## src/rtl/ebalu_pkg.sv

```systemverilog
`timescale 1ns / 1ps
// ----------------------------------------------------------------------------
// ebalu_pkg
// Shared types, operation codes and constants of the eight-bit ALU.
// ----------------------------------------------------------------------------
package ebalu_pkg;

  localparam int unsigned IN_BITS  = 28;
  localparam int unsigned OUT_BITS = 13;

  localparam logic [7:0] DAA_LIMIT   = 8'd153;
  localparam logic [7:0] DAA_ADJ_HI  = 8'd96;
  localparam logic [7:0] DAA_ADJ_LO  = 8'd6;
  localparam logic [3:0] DIGIT_LIMIT = 4'd9;

  typedef enum logic [4:0] {
    ACT_ADD  = 5'd0,
    ACT_ADC  = 5'd1,
    ACT_SUB  = 5'd2,
    ACT_SBC  = 5'd3,
    ACT_AND  = 5'd4,
    ACT_XOR  = 5'd5,
    ACT_OR   = 5'd6,
    ACT_CP   = 5'd7,
    ACT_INC  = 5'd8,
    ACT_DEC  = 5'd9,
    ACT_RLC  = 5'd10,
    ACT_RRC  = 5'd11,
    ACT_RL   = 5'd12,
    ACT_RR   = 5'd13,
    ACT_SLA  = 5'd14,
    ACT_SRA  = 5'd15,
    ACT_SWAP = 5'd16,
    ACT_SRL  = 5'd17,
    ACT_BIT  = 5'd18,
    ACT_RES  = 5'd19,
    ACT_SET  = 5'd20,
    ACT_DAA  = 5'd21,
    ACT_CPL  = 5'd22,
    ACT_SCF  = 5'd23,
    ACT_CCF  = 5'd24,
    ACT_RLCA = 5'd25,
    ACT_RRCA = 5'd26,
    ACT_RLA  = 5'd27,
    ACT_RRA  = 5'd28
  } action_t;

  // flags: z, n, h, c from the top bit down
  typedef struct packed {
    logic z;
    logic n;
    logic h;
    logic c;
  } flags_t;

  // packed highest-first: action in bits [4:0]
  typedef struct packed {
    flags_t     flags_in;
    logic [2:0] bit_index;
    logic [7:0] operand_value;
    logic [7:0] acc_value;
    action_t    action;
  } item_t;

  typedef struct packed {
    logic       writes_back;
    flags_t     flags_out;
    logic [7:0] result;
  } res_t;

  function automatic logic zflag(input logic [7:0] v);
    return (v == 8'd0);
  endfunction

endpackage

```

## src/rtl/ebalu_core.sv

```systemverilog
`timescale 1ns / 1ps
// ----------------------------------------------------------------------------
// ebalu_core
// Combinational datapath: result byte, flags and write-back for one item.
// ----------------------------------------------------------------------------
module ebalu_core (
  input  ebalu_pkg::item_t item,
  output ebalu_pkg::res_t  res
);

  logic [7:0] a;
  logic [7:0] v;
  logic [2:0] b;
  logic       ci;
  logic       cin;
  logic       fn;
  logic [8:0] sum9;
  logic [4:0] hsum;
  logic [8:0] dif9;
  logic [4:0] hdif;
  logic [7:0] inc_v;
  logic [7:0] dec_v;
  logic [7:0] bmask;
  logic [7:0] daa_adj;
  logic       daa_c;
  logic [7:0] daa_r;
  logic [7:0] sh_r;
  logic       sh_c;

  assign a   = item.acc_value;
  assign v   = item.operand_value;
  assign b   = item.bit_index;
  assign cin = item.flags_in.c;
  assign fn  = item.flags_in.n;
  assign ci  = ((item.action == ebalu_pkg::ACT_ADC) || (item.action == ebalu_pkg::ACT_SBC))
               ? cin : 1'b0;

  assign sum9  = {1'b0, a} + {1'b0, v} + {8'd0, ci};
  assign hsum  = {1'b0, a[3:0]} + {1'b0, v[3:0]} + {4'd0, ci};
  assign dif9  = {1'b0, a} - {1'b0, v} - {8'd0, ci};
  assign hdif  = {1'b0, a[3:0]} - {1'b0, v[3:0]} - {4'd0, ci};
  assign inc_v = v + 8'd1;
  assign dec_v = v - 8'd1;
  assign bmask = 8'd1 << b;

  always_comb begin
    daa_adj = 8'd0;
    daa_c   = 1'b0;
    if (item.flags_in.h || (!fn && (a[3:0] > ebalu_pkg::DIGIT_LIMIT))) begin
      daa_adj = ebalu_pkg::DAA_ADJ_LO;
    end
    if (cin || (!fn && (a > ebalu_pkg::DAA_LIMIT))) begin
      daa_adj = daa_adj | ebalu_pkg::DAA_ADJ_HI;
      daa_c   = 1'b1;
    end
    daa_r = fn ? (a - daa_adj) : (a + daa_adj);
  end

  // rotates and shifts, accumulator forms share the prefixed ones
  always_comb begin
    case (item.action)
      ebalu_pkg::ACT_RLC, ebalu_pkg::ACT_RLCA: begin
        sh_c = v[7];
        sh_r = {v[6:0], v[7]};
      end
      ebalu_pkg::ACT_RRC, ebalu_pkg::ACT_RRCA: begin
        sh_c = v[0];
        sh_r = {v[0], v[7:1]};
      end
      ebalu_pkg::ACT_RL, ebalu_pkg::ACT_RLA: begin
        sh_c = v[7];
        sh_r = {v[6:0], cin};
      end
      ebalu_pkg::ACT_RR, ebalu_pkg::ACT_RRA: begin
        sh_c = v[0];
        sh_r = {cin, v[7:1]};
      end
      ebalu_pkg::ACT_SLA: begin
        sh_c = v[7];
        sh_r = {v[6:0], 1'b0};
      end
      ebalu_pkg::ACT_SRA: begin
        sh_c = v[0];
        sh_r = {v[7], v[7:1]};
      end
      ebalu_pkg::ACT_SWAP: begin
        sh_c = 1'b0;
        sh_r = {v[3:0], v[7:4]};
      end
      default: begin
        sh_c = v[0];
        sh_r = {1'b0, v[7:1]};
      end
    endcase
  end

  always_comb begin
    res.result      = 8'd0;
    res.flags_out   = item.flags_in;
    res.writes_back = 1'b1;
    case (item.action)
      ebalu_pkg::ACT_ADD, ebalu_pkg::ACT_ADC: begin
        res.result    = sum9[7:0];
        res.flags_out = '{ebalu_pkg::zflag(sum9[7:0]), 1'b0, hsum[4], sum9[8]};
      end
      ebalu_pkg::ACT_SUB, ebalu_pkg::ACT_SBC, ebalu_pkg::ACT_CP: begin
        res.result      = dif9[7:0];
        res.flags_out   = '{ebalu_pkg::zflag(dif9[7:0]), 1'b1, hdif[4], dif9[8]};
        res.writes_back = (item.action != ebalu_pkg::ACT_CP);
      end
      ebalu_pkg::ACT_AND: begin
        res.result    = a & v;
        res.flags_out = '{ebalu_pkg::zflag(a & v), 1'b0, 1'b1, 1'b0};
      end
      ebalu_pkg::ACT_XOR: begin
        res.result    = a ^ v;
        res.flags_out = '{ebalu_pkg::zflag(a ^ v), 1'b0, 1'b0, 1'b0};
      end
      ebalu_pkg::ACT_OR: begin
        res.result    = a | v;
        res.flags_out = '{ebalu_pkg::zflag(a | v), 1'b0, 1'b0, 1'b0};
      end
      ebalu_pkg::ACT_INC: begin
        res.result    = inc_v;
        res.flags_out = '{ebalu_pkg::zflag(inc_v), 1'b0, (inc_v[3:0] == 4'd0), cin};
      end
      ebalu_pkg::ACT_DEC: begin
        res.result    = dec_v;
        res.flags_out = '{ebalu_pkg::zflag(dec_v), 1'b1, (v[3:0] == 4'd0), cin};
      end
      ebalu_pkg::ACT_RLC, ebalu_pkg::ACT_RRC, ebalu_pkg::ACT_RL, ebalu_pkg::ACT_RR,
      ebalu_pkg::ACT_SLA, ebalu_pkg::ACT_SRA, ebalu_pkg::ACT_SWAP,
      ebalu_pkg::ACT_SRL: begin
        res.result    = sh_r;
        res.flags_out = '{ebalu_pkg::zflag(sh_r), 1'b0, 1'b0, sh_c};
      end
      ebalu_pkg::ACT_RLCA, ebalu_pkg::ACT_RRCA, ebalu_pkg::ACT_RLA,
      ebalu_pkg::ACT_RRA: begin
        res.result    = sh_r;
        res.flags_out = '{1'b0, 1'b0, 1'b0, sh_c};
      end
      ebalu_pkg::ACT_BIT: begin
        res.writes_back = 1'b0;
        res.flags_out   = '{!v[b], 1'b0, 1'b1, cin};
      end
      ebalu_pkg::ACT_RES: begin
        res.result = v & ~bmask;
      end
      ebalu_pkg::ACT_SET: begin
        res.result = v | bmask;
      end
      ebalu_pkg::ACT_DAA: begin
        res.result    = daa_r;
        res.flags_out = '{ebalu_pkg::zflag(daa_r), fn, 1'b0, daa_c};
      end
      ebalu_pkg::ACT_CPL: begin
        res.result    = ~a;
        res.flags_out = '{item.flags_in.z, 1'b1, 1'b1, cin};
      end
      ebalu_pkg::ACT_SCF: begin
        res.writes_back = 1'b0;
        res.flags_out   = '{item.flags_in.z, 1'b0, 1'b0, 1'b1};
      end
      ebalu_pkg::ACT_CCF: begin
        res.writes_back = 1'b0;
        res.flags_out   = '{item.flags_in.z, 1'b0, 1'b0, !cin};
      end
      default: begin
        res.writes_back = 1'b0;
      end
    endcase
  end

endmodule

```

## src/rtl/eight_bit_alu_with_flags.sv

```systemverilog
`timescale 1ns / 1ps
// ----------------------------------------------------------------------------
// eight_bit_alu_with_flags
// Stateless 8-bit ALU with Z/N/H/C flags on stream channels.
// ----------------------------------------------------------------------------
// Usage:
//   in_*  : one operation per transfer (opcode, accumulator, operand,
//           bit index, current flags packed in in_tdata).
//   out_* : one result per transfer (result byte, new flags, write-back).
//   Path: input register, combinational core, result register, out_tdata.
//   Throughput: one operation per cycle while out_tready stays high; the
//   input register and the result register form a two-stage pipeline and
//   both load in the same cycle.
//   Stall: while out_tready is low the result register holds; the input
//   register still takes one more item, then in_tready drops until the
//   result is taken.
//   Reset: a synchronous rst_n low empties both stages, which leaves
//   in_tready high once reset is released.
// ----------------------------------------------------------------------------
module eight_bit_alu_with_flags (
  input  logic        clk,
  input  logic        rst_n,
  input  logic        in_tvalid,
  output logic        in_tready,
  // [4:0] action, [12:5] acc_value, [20:13] operand_value,
  // [23:21] bit_index, [27:24] flags_in, [31:28] zero
  input  logic [31:0] in_tdata,
  output logic        out_tvalid,
  input  logic        out_tready,
  // [7:0] result, [11:8] flags_out, [12] writes_back, [15:13] zero
  output logic [15:0] out_tdata
);

  ebalu_pkg::item_t item_r;
  logic             item_vld_r;
  ebalu_pkg::res_t  res;
  ebalu_pkg::res_t  res_r;
  logic             res_vld_r;
  logic             res_rdy;
  logic             item_rdy;

  assign res_rdy   = !res_vld_r || out_tready;
  assign item_rdy  = !item_vld_r || res_rdy;
  assign in_tready = item_rdy;

  always_ff @(posedge clk) begin
    if (!rst_n) begin
      item_vld_r <= 1'b0;
      res_vld_r  <= 1'b0;
    end else begin
      if (item_rdy) begin
        item_vld_r <= in_tvalid;
      end
      if (res_rdy) begin
        res_vld_r <= item_vld_r;
      end
    end
  end

  always_ff @(posedge clk) begin
    if (item_rdy && in_tvalid) begin
      item_r <= ebalu_pkg::item_t'(in_tdata[ebalu_pkg::IN_BITS-1:0]);
    end
    if (res_rdy && item_vld_r) begin
      res_r <= res;
    end
  end

  ebalu_core u_core (
    .item (item_r),
    .res  (res)
  );

  assign out_tvalid = res_vld_r;
  assign out_tdata  = {3'd0, res_r};

endmodule

```

## config.mk

```make
export PLATFORM = sky130hd
export DESIGN_NAME = eight_bit_alu_with_flags
export DESIGN_NICKNAME = d
export VERILOG_FILES = /design/src/rtl/ebalu_pkg.sv /design/src/rtl/ebalu_core.sv /design/src/rtl/eight_bit_alu_with_flags.sv
export SDC_FILE = /design/constraint.sdc
export NUM_CORES = 1
export LEC_CHECK = 0
export ABC_AREA = 1
export BUFFER_PORTS_ARGS = -buffer_cell sky130_fd_sc_hd__buf_4
export CORE_MARGIN = 2
export CORE_UTILIZATION = 35
export DETAILED_ROUTE_END_ITERATION = 12
export PLACE_DENSITY = 0.56
export SYNTH_ARGS = -nofsm -noshare
export SYNTH_HDL_FRONTEND = slang
export SYNTH_SLANG_ARGS = --single-unit
export TNS_END_PERCENT = 1
```

## constraint.sdc

```tcl
create_clock -name clk -period 2.8 [get_ports clk]
set_clock_uncertainty 0.15 [all_clocks]
set_input_delay 0.14 -clock clk [delete_from_list [all_inputs] [get_ports clk]]
set_output_delay 0.14 -clock clk [all_outputs]
set_load 0.05 [all_outputs]
```

# After elaboration in Yosys (flattened, before gate mapping)
# Cells that the tools add are included.
[word_totals]
in_bits = 36
elab_cells = 117
reg_bits = 43
[classes]
n_shift = 1
muxes = 12
addsub = 12
bitwise_logic = 7
eq_ne = 29
n_lt_le_gt_ge = 3
n_reduce_logical = 37
[op_table]
columns = ["operator", "count"]
rows = [
  ["$pmux W8 S12", 1],
  ["$logic_not A8 Y1", 9],
  ["$eq A5 B5 Y1 const B", 13],
  ["$pmux W4 S14", 1],
  ["$pmux W8 S7", 1],
  ["$eq A5 B4 Y1 const B", 8],
  ["$reduce_or A23 Y1", 1],
  ["$eq A5 B3 Y1 const B", 4],
  ["$and A8 B8 Y8", 2],
  ["$not A8 Y8", 2],
  ["$or A8 B8 Y8", 2],
  ["$reduce_or A12 Y1", 1],
  ["$eq A5 B2 Y1 const B", 2],
  ["$reduce_or A2 Y1", 5],
  ["$add A8 B8 Y9", 1],
  ["$add A9 B1 Y9", 1],
  ["$sub A8 B8 Y9", 1],
  ["$sub A9 B1 Y9", 1],
  ["$add A8 B1 Y8 const B", 1],
  ["$add A8 B8 Y8", 1],
  ["$gt A8 B8 Y1 const B", 1],
  ["$logic_not A4 Y1", 2],
  ["$mux W8", 1],
  ["$reduce_or A8 Y1", 1],
  ["other kinds (24)", 38],
]

# Depth between registers and ports, before layout
# Gate-level depths: netlist (run 1).
[depth]
ltp_word = 9
ltp_mapped = 21
ltp_nobuf = 21

# Modules after synthesis
# A second synthesis (run 1) with hierarchy kept.
[unflattened]
cells_unflattened = 708
area_unflattened_um2 = 4782.1
[modules_own_cells]
columns = ["module", "area_per_inst_um2", "cells_each", "n_inst"]
rows = [
  ["ebalu_core", 3429.5, 650, 1],
  ["eight_bit_alu_with_flags", 1352.5, 58, 1],
]

# Least setup slack after synthesis (run 1)
# OpenSTA, ideal clock, no wires.
[synth_timing]
path_kind = "register -> register"
start = "register item_r[3] (netlist name)"
end = "register res_r (netlist bit out_tdata[11]), data pin"
setup_ns = 0.260
path_stages_with_launch = 18
arrival_time_ns = 2.583
t_required_ns = 2.390
path_buffers = 1
synth_period_minus_slack_ns = 2.993
slack_ns = -0.193
cell_sequence = "edfxtp_1 > buf_4 > nor2_2 > inv_1 > nor2_1 > o21ai_0 > fa_1 > fa_1 > nand3_1 > nand2_1 > nand2_1 > nand2_1 > nand3_1 > nor2_1 > nand3_1 > nand3_1 > nor2_1 > nand3_1"
[synth_lines]
columns = ["item", "line", "source"]
rows = [
  ["start: declaration", "eight_bit_alu_with_flags.sv:34", "ebalu_pkg::item_t item_r;"],
  ["start signal: assignment", "eight_bit_alu_with_flags.sv:62", "item_r <= ebalu_pkg::item_t'(in_tdata[ebalu_pkg::IN_BITS-1:0]);"],
  ["end signal: assignment", "eight_bit_alu_with_flags.sv:65", "res_r <= res;"],
  ["end: declaration", "eight_bit_alu_with_flags.sv:37", "ebalu_pkg::res_t res_r;"],
]

==> results of run 1 <==
-- synthesized netlist by cell type, types with 2 or more instances --
master	instances	area, um2
clkbuf_1	7	26.28
nor3_1	9	45.04
nand3b_1	3	22.52
a31oi_1	5	31.28
o2111ai_1	3	26.28
nand2_1	206	773.2
xor2_1	8	70.07
nand4_1	20	125.1
a211oi_1	2	15.01
nor2_1	110	412.9
inv_2	5	18.77
inv_1	95	356.6
o31ai_1	2	15.01
o21ai_0	34	170.2
nand3_2	3	30.03
a221oi_1	2	17.52
fa_1	4	80.08
o22ai_1	7	43.79
a21oi_1	31	155.2
o211ai_1	3	22.52
dfxtp_1	2	40.04
nor2_2	6	37.54
buf_2	6	30.03
nand3_1	70	350.3
nand2_2	3	18.77
edfxtp_1	41	1231
xnor2_1	4	35.03
clkinv_1	2	7.510
ha_1	43	538.0
buf_4	4	30.03
a21o_1	3	22.52
nor4_1	2	12.51
-- registers in the layout, summed over array words and instances (netlist names) --
name        flops
item_r         28
out_tdata      13
item_vld_r      1
out_tvalid      1
-- placed cells by master, fill, tap and decap left out, drive strengths merged, types with 5 or more instances in the layout --
cell type / synthesis / final
ha: 43 / 43
clkbuf: 7 / 5
nor3: 10 / 10
o21ai: 35 / 35
a31oi: 5 / 5
buf: 10 / 154
nand3: 73 / 73
inv: 100 / 100
edfxtp: 41 / 41
nor2: 117 / 117
dlygate4sd3: 0 / 31
xor2: 8 / 8
a21oi: 31 / 31
o22ai: 7 / 7
nand4: 20 / 20
nand2: 209 / 209
-- logic make-up after synthesis --
logic type / Yosys count / share of synthesized area (%)
other cells: 1 / 0.07683
compound gates: 96 / 11.28
fa+ha+maj: 47 / 12.66
simple gates: 436 / 38.17
xor+xnor: 12 / 2.153
buf+inv: 119 / 9.613
flops: 43 / 26.04
-- worst max path at each step --
stage,cells after the start,from,slack [ns],to
2_1_floorplan,18,item_r[1]$_DFFE_PP_,-0.03,out_tdata[11]$_DFFE_PP_
3_3_place_gp,13,item_r[1]$_DFFE_PP_,-0.61,out_tdata[0]$_DFFE_PP_
3_5_place_dp,13,item_r[1]$_DFFE_PP_,-0.59,out_tdata[0]$_DFFE_PP_
4_1_cts,18,item_r[4]$_DFFE_PP_,-0.23,out_tdata[11]$_DFFE_PP_
5_1_grt,18,item_r[2]$_DFFE_PP_,-0.40,out_tdata[11]$_DFFE_PP_
6_report,13,item_r[0]$_DFFE_PP_,-0.30,out_tdata[0]$_DFFE_PP_
-- layer usage --
metal	global-route usage (%)	wire (um)
met3	5.009	1664
met5	0	0
met4	8.980	562
met2	44.76	9150
met1	35.84	8279
-- final cells by class --
class | instances | area (um2) | share of cell area [%]
clock buffer | 5 | 125.1 | 1.833
clock inverter | 3 | 20.02 | 0.2933
tap | 180 | 225.2 | 3.299
inverter | 102 | 382.9 | 5.608
sequential | 43 | 1271 | 18.62
multi-input combinational | 594 | 3332 | 48.81
timing repair buffer | 185 | 1470 | 21.54
-- where the power goes --
group / leakage, nW / switching, mW / internal [mW] / total [mW]
clock: 0.0674 / 0.277 / 0.330 / 0.607
combinational: 2.93 / 0.661 / 0.453 / 1.11
sequential: 0.414 / 0.0288 / 0.761 / 0.790
-- worst max-delay path, cell delays in order, from the launching register on --
cell,delay [ns]
edfxtp_1,0.44
nand2_2,0.12
inv_2,0.05
nand2_4,0.06
nor2_4,0.05
o21ai_4,0.18
inv_1,0.08
fa_2,0.60
ha_4,0.22
xor2_2,0.16
nand2_1,0.11
nand4_1,0.15
nor4_4,0.35
o21ai_1,0.12
-- repair_timing --
item                       in CTS  in global routing
setup buffers                   7                  5
setup endpoints to repair      10                 11
gates cloned                    0                  0
pin swaps                      13                 17
hold buffers                   31                  0
hold endpoints to repair       30                  0
gates resized for setup        20                 26
==> metrics.md, run 1 <==
| Metric | Value |
|---|---|
| Largest net degree at the start of global routing | `29` |
| Yosys warning count | `0` |
| CTS tree | `done` |
| Num rows | `43` |
| Vias post-DR | `roughly 5,800` |
| Total core area | `13,770 um2` |
| Max clock buf depth | `2` |
| Top_reg_cell synth | `edfxtp_1` |
| Worst-skew pair later-pin latency | `~0.31 ns` |
| WS Path Type | `reg2reg` |
| RSZ-0062 raised after global routing | `true` |
| CTS H-tree lvls | `2` |
| Finished Core Util | `49.56%` |
| Num Clock Sinks | `43` |
| GPL Wtd Cong | `1.024` |
| Placed Area | `roughly 6100 um2` |
| Setup ws final | `-0.2991 ns` |
| Final instance count without filler cells | `about 1,100` |
| Worst min-delay path class | `in2reg` |
| WP data required | `2.69 ns` |
| Ys async rst share | `0%` |
| Setup TNS | `-1.754 ns` |
| Layout cell share with drive strength beyond 1 | `24.14%` |
| Setup-failing EPs final | `11` |
| Antenna Nets Post-Route | `0` |
| Clock root cell | `clkbuf_16` |
| First-pass GRT wire length | `30.39 mm` |
| Total grt overflow | `0` |
| Die H | `approximately 120 um` |
| Drt drc | `0` |
| Peak fanout along the critical path | `3` |
| Antenna Cells | `0` |
| Seq/Total Area, Yosys | `26.04%` |
| Cells after synthesis | `roughly 750` |
| TritonCTS Buffers | `5` |
| Post-synth EDFFs | `just over 40` |
| Worst Hold Margin | `0.03018 ns` |
| Post-DR wirelength/cell | `17.68 um` |
| PD cells | `367.6 nW/um2` |
| Relative slew margins | `between 60% and 70%` |
| Nets | `1,014` |
| Min-delay src | `out_tready` |
| FF-to-FF End | `out_tdata[0]$_DFFE_PP_` |
| Yosys cell types | `between 40 and 50` |
| Worst-case reg-to-reg path depth | `13` |
| Die Area | `around 15,000 um2` |
| Least-Margin Pin Slew | `0.5369 ns` |
| GRT Overall Usage | `27.16%` |
| Worst Path Arrival | `2.99 ns` |
| Worst-path clk slew | `roughly 0.070 ns` |
| Drt total wl | `just under 20 mm` |
| Vias in the first global route | `approximately 5,600` |
| Antenna violations before repair | `0` |
| Final clock period utilization by the worst path | `110.7%` |
| Dpl ws | `-0.5872 ns` |
| Failing checks | `setup timing` |
| Iteration-0 DRC Markers | `between 400 and 500` |
| Peak supply drop | `392.0 uV` |
| Startpoint Class | `register` |
| # fillers | `1,407` |
| R2r startpoint | `item_r[0]$_DFFE_PP_` |
| Fin. Hold Viols | `0` |
| Max Fclk | `around 0.32 GHz` |
| Hold Path End | `item_vld_r$_SDFFE_PN0N_` |
| Reg-to-reg setup timing slack | `-0.30 ns` |
| Area Overhead vs Synth | `39.86%` |
| TritonRoute pass-1 iters | `5` |
| Die Width | `roughly 120 um` |
| Flops & latches, synth | `43` |
| Avg Cell Area, Syn | `about 6.5 um2` |
| Leakage | `3.413 nW` |
| PortBufs | `46` |
| Maximum Capacitance Violations | `0` |
| DP Wirelength | `between 15 and 20 mm` |
| Final instance area | `6827 um2` |
| Mapped cell area | `4881 um2` |
| Final Power | `2.510 mW` |
| Io pins | `54` |
| Placed cell count | `1,061` |
| Initial core utilization | `a little over a third` |
| Status | `finished, violations left` |
| Max-slew violations | `0` |
| Hold Path Depth | `4` |
| Fin crit period | `3.099 ns` |
| Vias per cell | `roughly 5.2` |
| Setup crit end kind | `register` |
(Power assumes the default switching activity.)
==> run 2: changes to the inputs <==
--- a/config.mk
+++ b/config.mk
@@ -5,10 +5,10 @@
 export SDC_FILE = /design/constraint.sdc
 export NUM_CORES = 1
 export LEC_CHECK = 0
-export ABC_AREA = 1
 export BUFFER_PORTS_ARGS = -buffer_cell sky130_fd_sc_hd__buf_4
 export CORE_MARGIN = 2
 export CORE_UTILIZATION = 35
+export CTS_BUF_LIST = sky130_fd_sc_hd__clkbuf_4 sky130_fd_sc_hd__clkbuf_8 sky130_fd_sc_hd__clkbuf_16
 export DETAILED_ROUTE_END_ITERATION = 12
 export PLACE_DENSITY = 0.56
 export SYNTH_ARGS = -nofsm -noshare
==> run 2 against run 1 <==
  * The flow still finishes with violations (setup timing)
  * Routed wire length is 4.5% lower
  * Count of clock-buffer cells in the layout did not move
  * Die area fell by 3.7%
  * Synthesized cell count decreased by 28%
  * Final area unchanged
  * Worst hold slack better by 0.015 ns
  * Sequential share of layout area unchanged
  * First-iteration DRC count is 26% higher
  * Via count fell by 11%
  * Global-route usage down 1.0 points
  * Fmax is 0.21% lower
  * Critical path type unchanged
  * Critical endpoint is now out_tdata[11]$_DFFE_PP_
==> metrics.md, run 2 <==
| Metric | Value |
|---|---|
| Status | `finished, violations left` |
| Failing checks | `setup timing` |
| Peak fanout along the critical path | `2` |
| Synth area leaders | `edfxtp_1 26%, ha_1 11%, xnor2_1 4.1%` |
| Area Overhead vs Synth | `45.42%` |
| Setup ws final | `-0.3056 ns` |
| Antenna Nets Post-Route | `0` |
| Synth top area share | `26.23%` |
| # fillers | `1,252` |
| Register Area | `1271 um2` |
| Fin crit period | `~3.1 ns` |
| Largest area contributor in the synthesized netlist | `edfxtp_1` |
| Die Width | `119.8 um` |
| Crit-path max cell delay | `0.43 ns` |
| Buf/Inv on CP | `0` |
| Crit path max-delay family | `compound AO/OA/AOI/OAI gates` |
| Max clock buf depth | `2` |
| Hold Path End | `out_tvalid$_SDFFE_PN0P_` |
| Finished Core Util | `51.75%` |
| WS Path Type | `reg2reg` |
| Seq/Total Area, Yosys | `a little over a quarter` |
| Least-Margin Pin Slew | `0.5231 ns` |
| Io pins | `54` |
| Yosys warning count | `0` |
| CP max-delay cell | `edfxtp_1` |
| TritonCTS Buffers | `5` |
| Vias post-DR | `5,193` |
| Max FFs per register | `28` |
| Cells after synthesis | `approximately 550` |
| R2r startpoint | `item_r[4]$_DFFE_PP_` |
| Multi-input logic area | `3283 um2` |
| Commonest non-fill, non-tap cell in the layout | `buf_4` |
| Worst Path Arrival | `3.00 ns` |
| Largest register by flop count | `item_r` |
| Top_reg_cell synth | `edfxtp_1` |
| Most frequent cells in the layout | `195 x buf_4, 43 x ha_1, 42 x nor2_1` |
| Worst-path clk slew | `0.06 ns` |
| Nets | `827` |
| Avg Cell Area, Syn | `8.598 um2` |
| Most numerous cell in the Yosys netlist | `nor2_1` |
| Sequential share of power | `31.5%` |
| Hold Path Depth | `3` |
| First-pass GRT wire length | `28.28 mm` |
| TritonRoute pass-1 iters | `5` |
| GRT Overall Usage | `26.14%` |
| Drt drc | `0` |
| Yosys cell types | `69` |
| Layout cell share with drive strength beyond 1 | `34.14%` |
| Final instance area | `6827 um2` |
| Final clock period utilization by the worst path | `110.9%` |
| Startpoint Class | `register` |
| Peak supply drop | `196.4 uV` |
| Worst-case reg-to-reg path depth | `12` |
| Clock root cell | `clkbuf_16` |
| Leakage | `around 2.9 nW` |
| Total grt overflow | `0` |
| Fin. Hold Viols | `0` |
| Dpl ws | `-0.4183 ns` |
| Initial core utilization | `35.59%` |
| Largest net degree at the start of global routing | `31` |
| GPL Wtd Cong | `between 1 and 1.5` |
| Max-slew violations | `0` |
| Num Clock Sinks | `43` |
| Final Power | `between 2 and 2.5 mW` |
| CTS H-tree lvls | `2` |
| Setup crit end kind | `register` |
| PortBufs | `46` |
| DP Wirelength | `14.98 mm` |
| Min-delay src | `out_tready` |
| Switching Power | `0.8879 mW` |
| Combinational share of power | `45.7%` |
| Flops & latches, synth | `43` |
| CTS tree | `done` |
| Post-synth EDFFs | `between 40 and 50` |
| Die Area | `14,360 um2` |
| Total core area | `13,190 um2` |
| Die H | `119.8 um` |
| Relative slew margins | `65.00%` |
| Drt total wl | `18.78 mm` |
| RSZ-0062 raised after global routing | `true` |
| WP data required | `2.69 ns` |
| Worst Hold Margin | `0.04504 ns` |
| PD cells | `364.7 nW/um2` |
| Post-DR wirelength/cell | `20.41 um` |
| Switching Share | `35.66%` |
| Commonest cells post-synth | `45 x nor2_1, 43 x ha_1, 41 x edfxtp_1` |
| Iteration-0 DRC Markers | `540` |
| Clk network pwr share | `22.8%` |
| Max Fclk | `0.3220 GHz` |
| Mapped cell area | `4695 um2` |
| Worst-skew pair later-pin latency | `roughly 0.30 ns` |
| Worst min-delay path class | `in2reg` |
| Antenna violations before repair | `0` |
| Ys async rst share | `0%` |
| Num rows | `42` |
| Vias in the first global route | `4,978` |
| Vias per cell | `around 5.6` |
| P_int | `1.602 mW` |
| Antenna Cells | `0` |
| CP most frequent cell | `fa_2` |
| FF-to-FF End | `out_tdata[11]$_DFFE_PP_` |
| Setup-failing EPs final | `9` |
| Reg-to-reg setup timing slack | `-0.31 ns` |
| Maximum Capacitance Violations | `0` |
| Placed Area | `approximately 6200 um2` |
| Cell Chain, Critical Path | `nor2b_4 > nand3_4 > fa_2 > fa_2 > o21a_1 > nor2_4 > o21ai_1 > a21oi_2 > xnor2_2 > nor2_1 > a311oi_1 > o31ai_1` |
-- run 2: area by class of cell --
cell class	instances	share of cell area (%)
tap	176	3.226
timing repair buffer	227	26.17
clock buffer	5	1.833
sequential	43	18.62
inverter	35	1.924
multi-input combinational	432	48.09
clock inverter	2	0.1283
-- run 2: layer usage --
layer | up-vias | share of wire [%] | GRT usage, %
met5 | - | 0 | 0
met4 | 0 | 3.5 | 10.22
met3 | 37 | 6.8 | 4.040
met2 | 221 | 45 | 41.36
met1 | 2486 | 44 | 35.84
li1 | 2449 | - | -
-- run 2: logic make-up after synthesis --
family                   count (synthesis)  share of synthesized area, %
adder cells (fa/ha/maj)                 47                         13.17
multiplexers                            10                         2.692
flip-flops                              43                         27.08
buffers and inverters                   73                         6.796
AND/OR/NAND/NOR                        181                         20.31
AO/OA/AOI/OAI                          160                         24.09
other                                    1                       0.07988
XOR/XNOR                                31                         5.784
-- run 2: timing repair --
item	in CTS	in global routing
hold buffers	30	0
buffers inserted	2	2
pin swaps	27	9
resized for setup	26	15
endpoints found under the hold margin	30	0
endpoints found under the setup margin	9	11
-- run 2: stage by stage --
step / setup TNS [ns] / std cells
finish: -1.567 / 920
global route: -2.698 / 920
CTS: -1.219 / 918
detailed placement: -2.565 / 879
global placement: -2.189 / 879
floorplan: -1.706 / 548
-- run 2: worst max path at each step --
stage,from,to,depth (start not counted)
CTS,item_r[6]$_DFFE_PP_,out_tdata[11]$_DFFE_PP_,14
global route,item_r[2]$_DFFE_PP_,out_tdata[11]$_DFFE_PP_,12
detailed placement,item_r[7]$_DFFE_PP_,out_tdata[11]$_DFFE_PP_,14
global placement,item_r[13]$_DFFE_PP_,out_tdata[11]$_DFFE_PP_,11
floorplan,item_r[2]$_DFFE_PP_,out_tdata[11]$_DFFE_PP_,14
finish,item_r[4]$_DFFE_PP_,out_tdata[11]$_DFFE_PP_,12
-- run 2: worst register-to-register path, delay by kind of cell (launching register included) --
family	cells	cell delay, ns
compound gates	5	0.89
fa+ha+maj	2	0.75
simple gates	4	0.49
flops	1	0.43
xor+xnor	1	0.16
-- run 2: power groups by stage --
stage	Combinational, mW	Sequential [mW]	Clock [mW]
2_1_floorplan	0.524	0.842	0
3_3_place_gp	1.01	0.797	0
3_5_place_dp	1.02	0.797	0
4_1_cts	1.09	0.784	0.590
5_1_grt	1.21	0.790	0.607
6_report	1.14	0.785	0.568
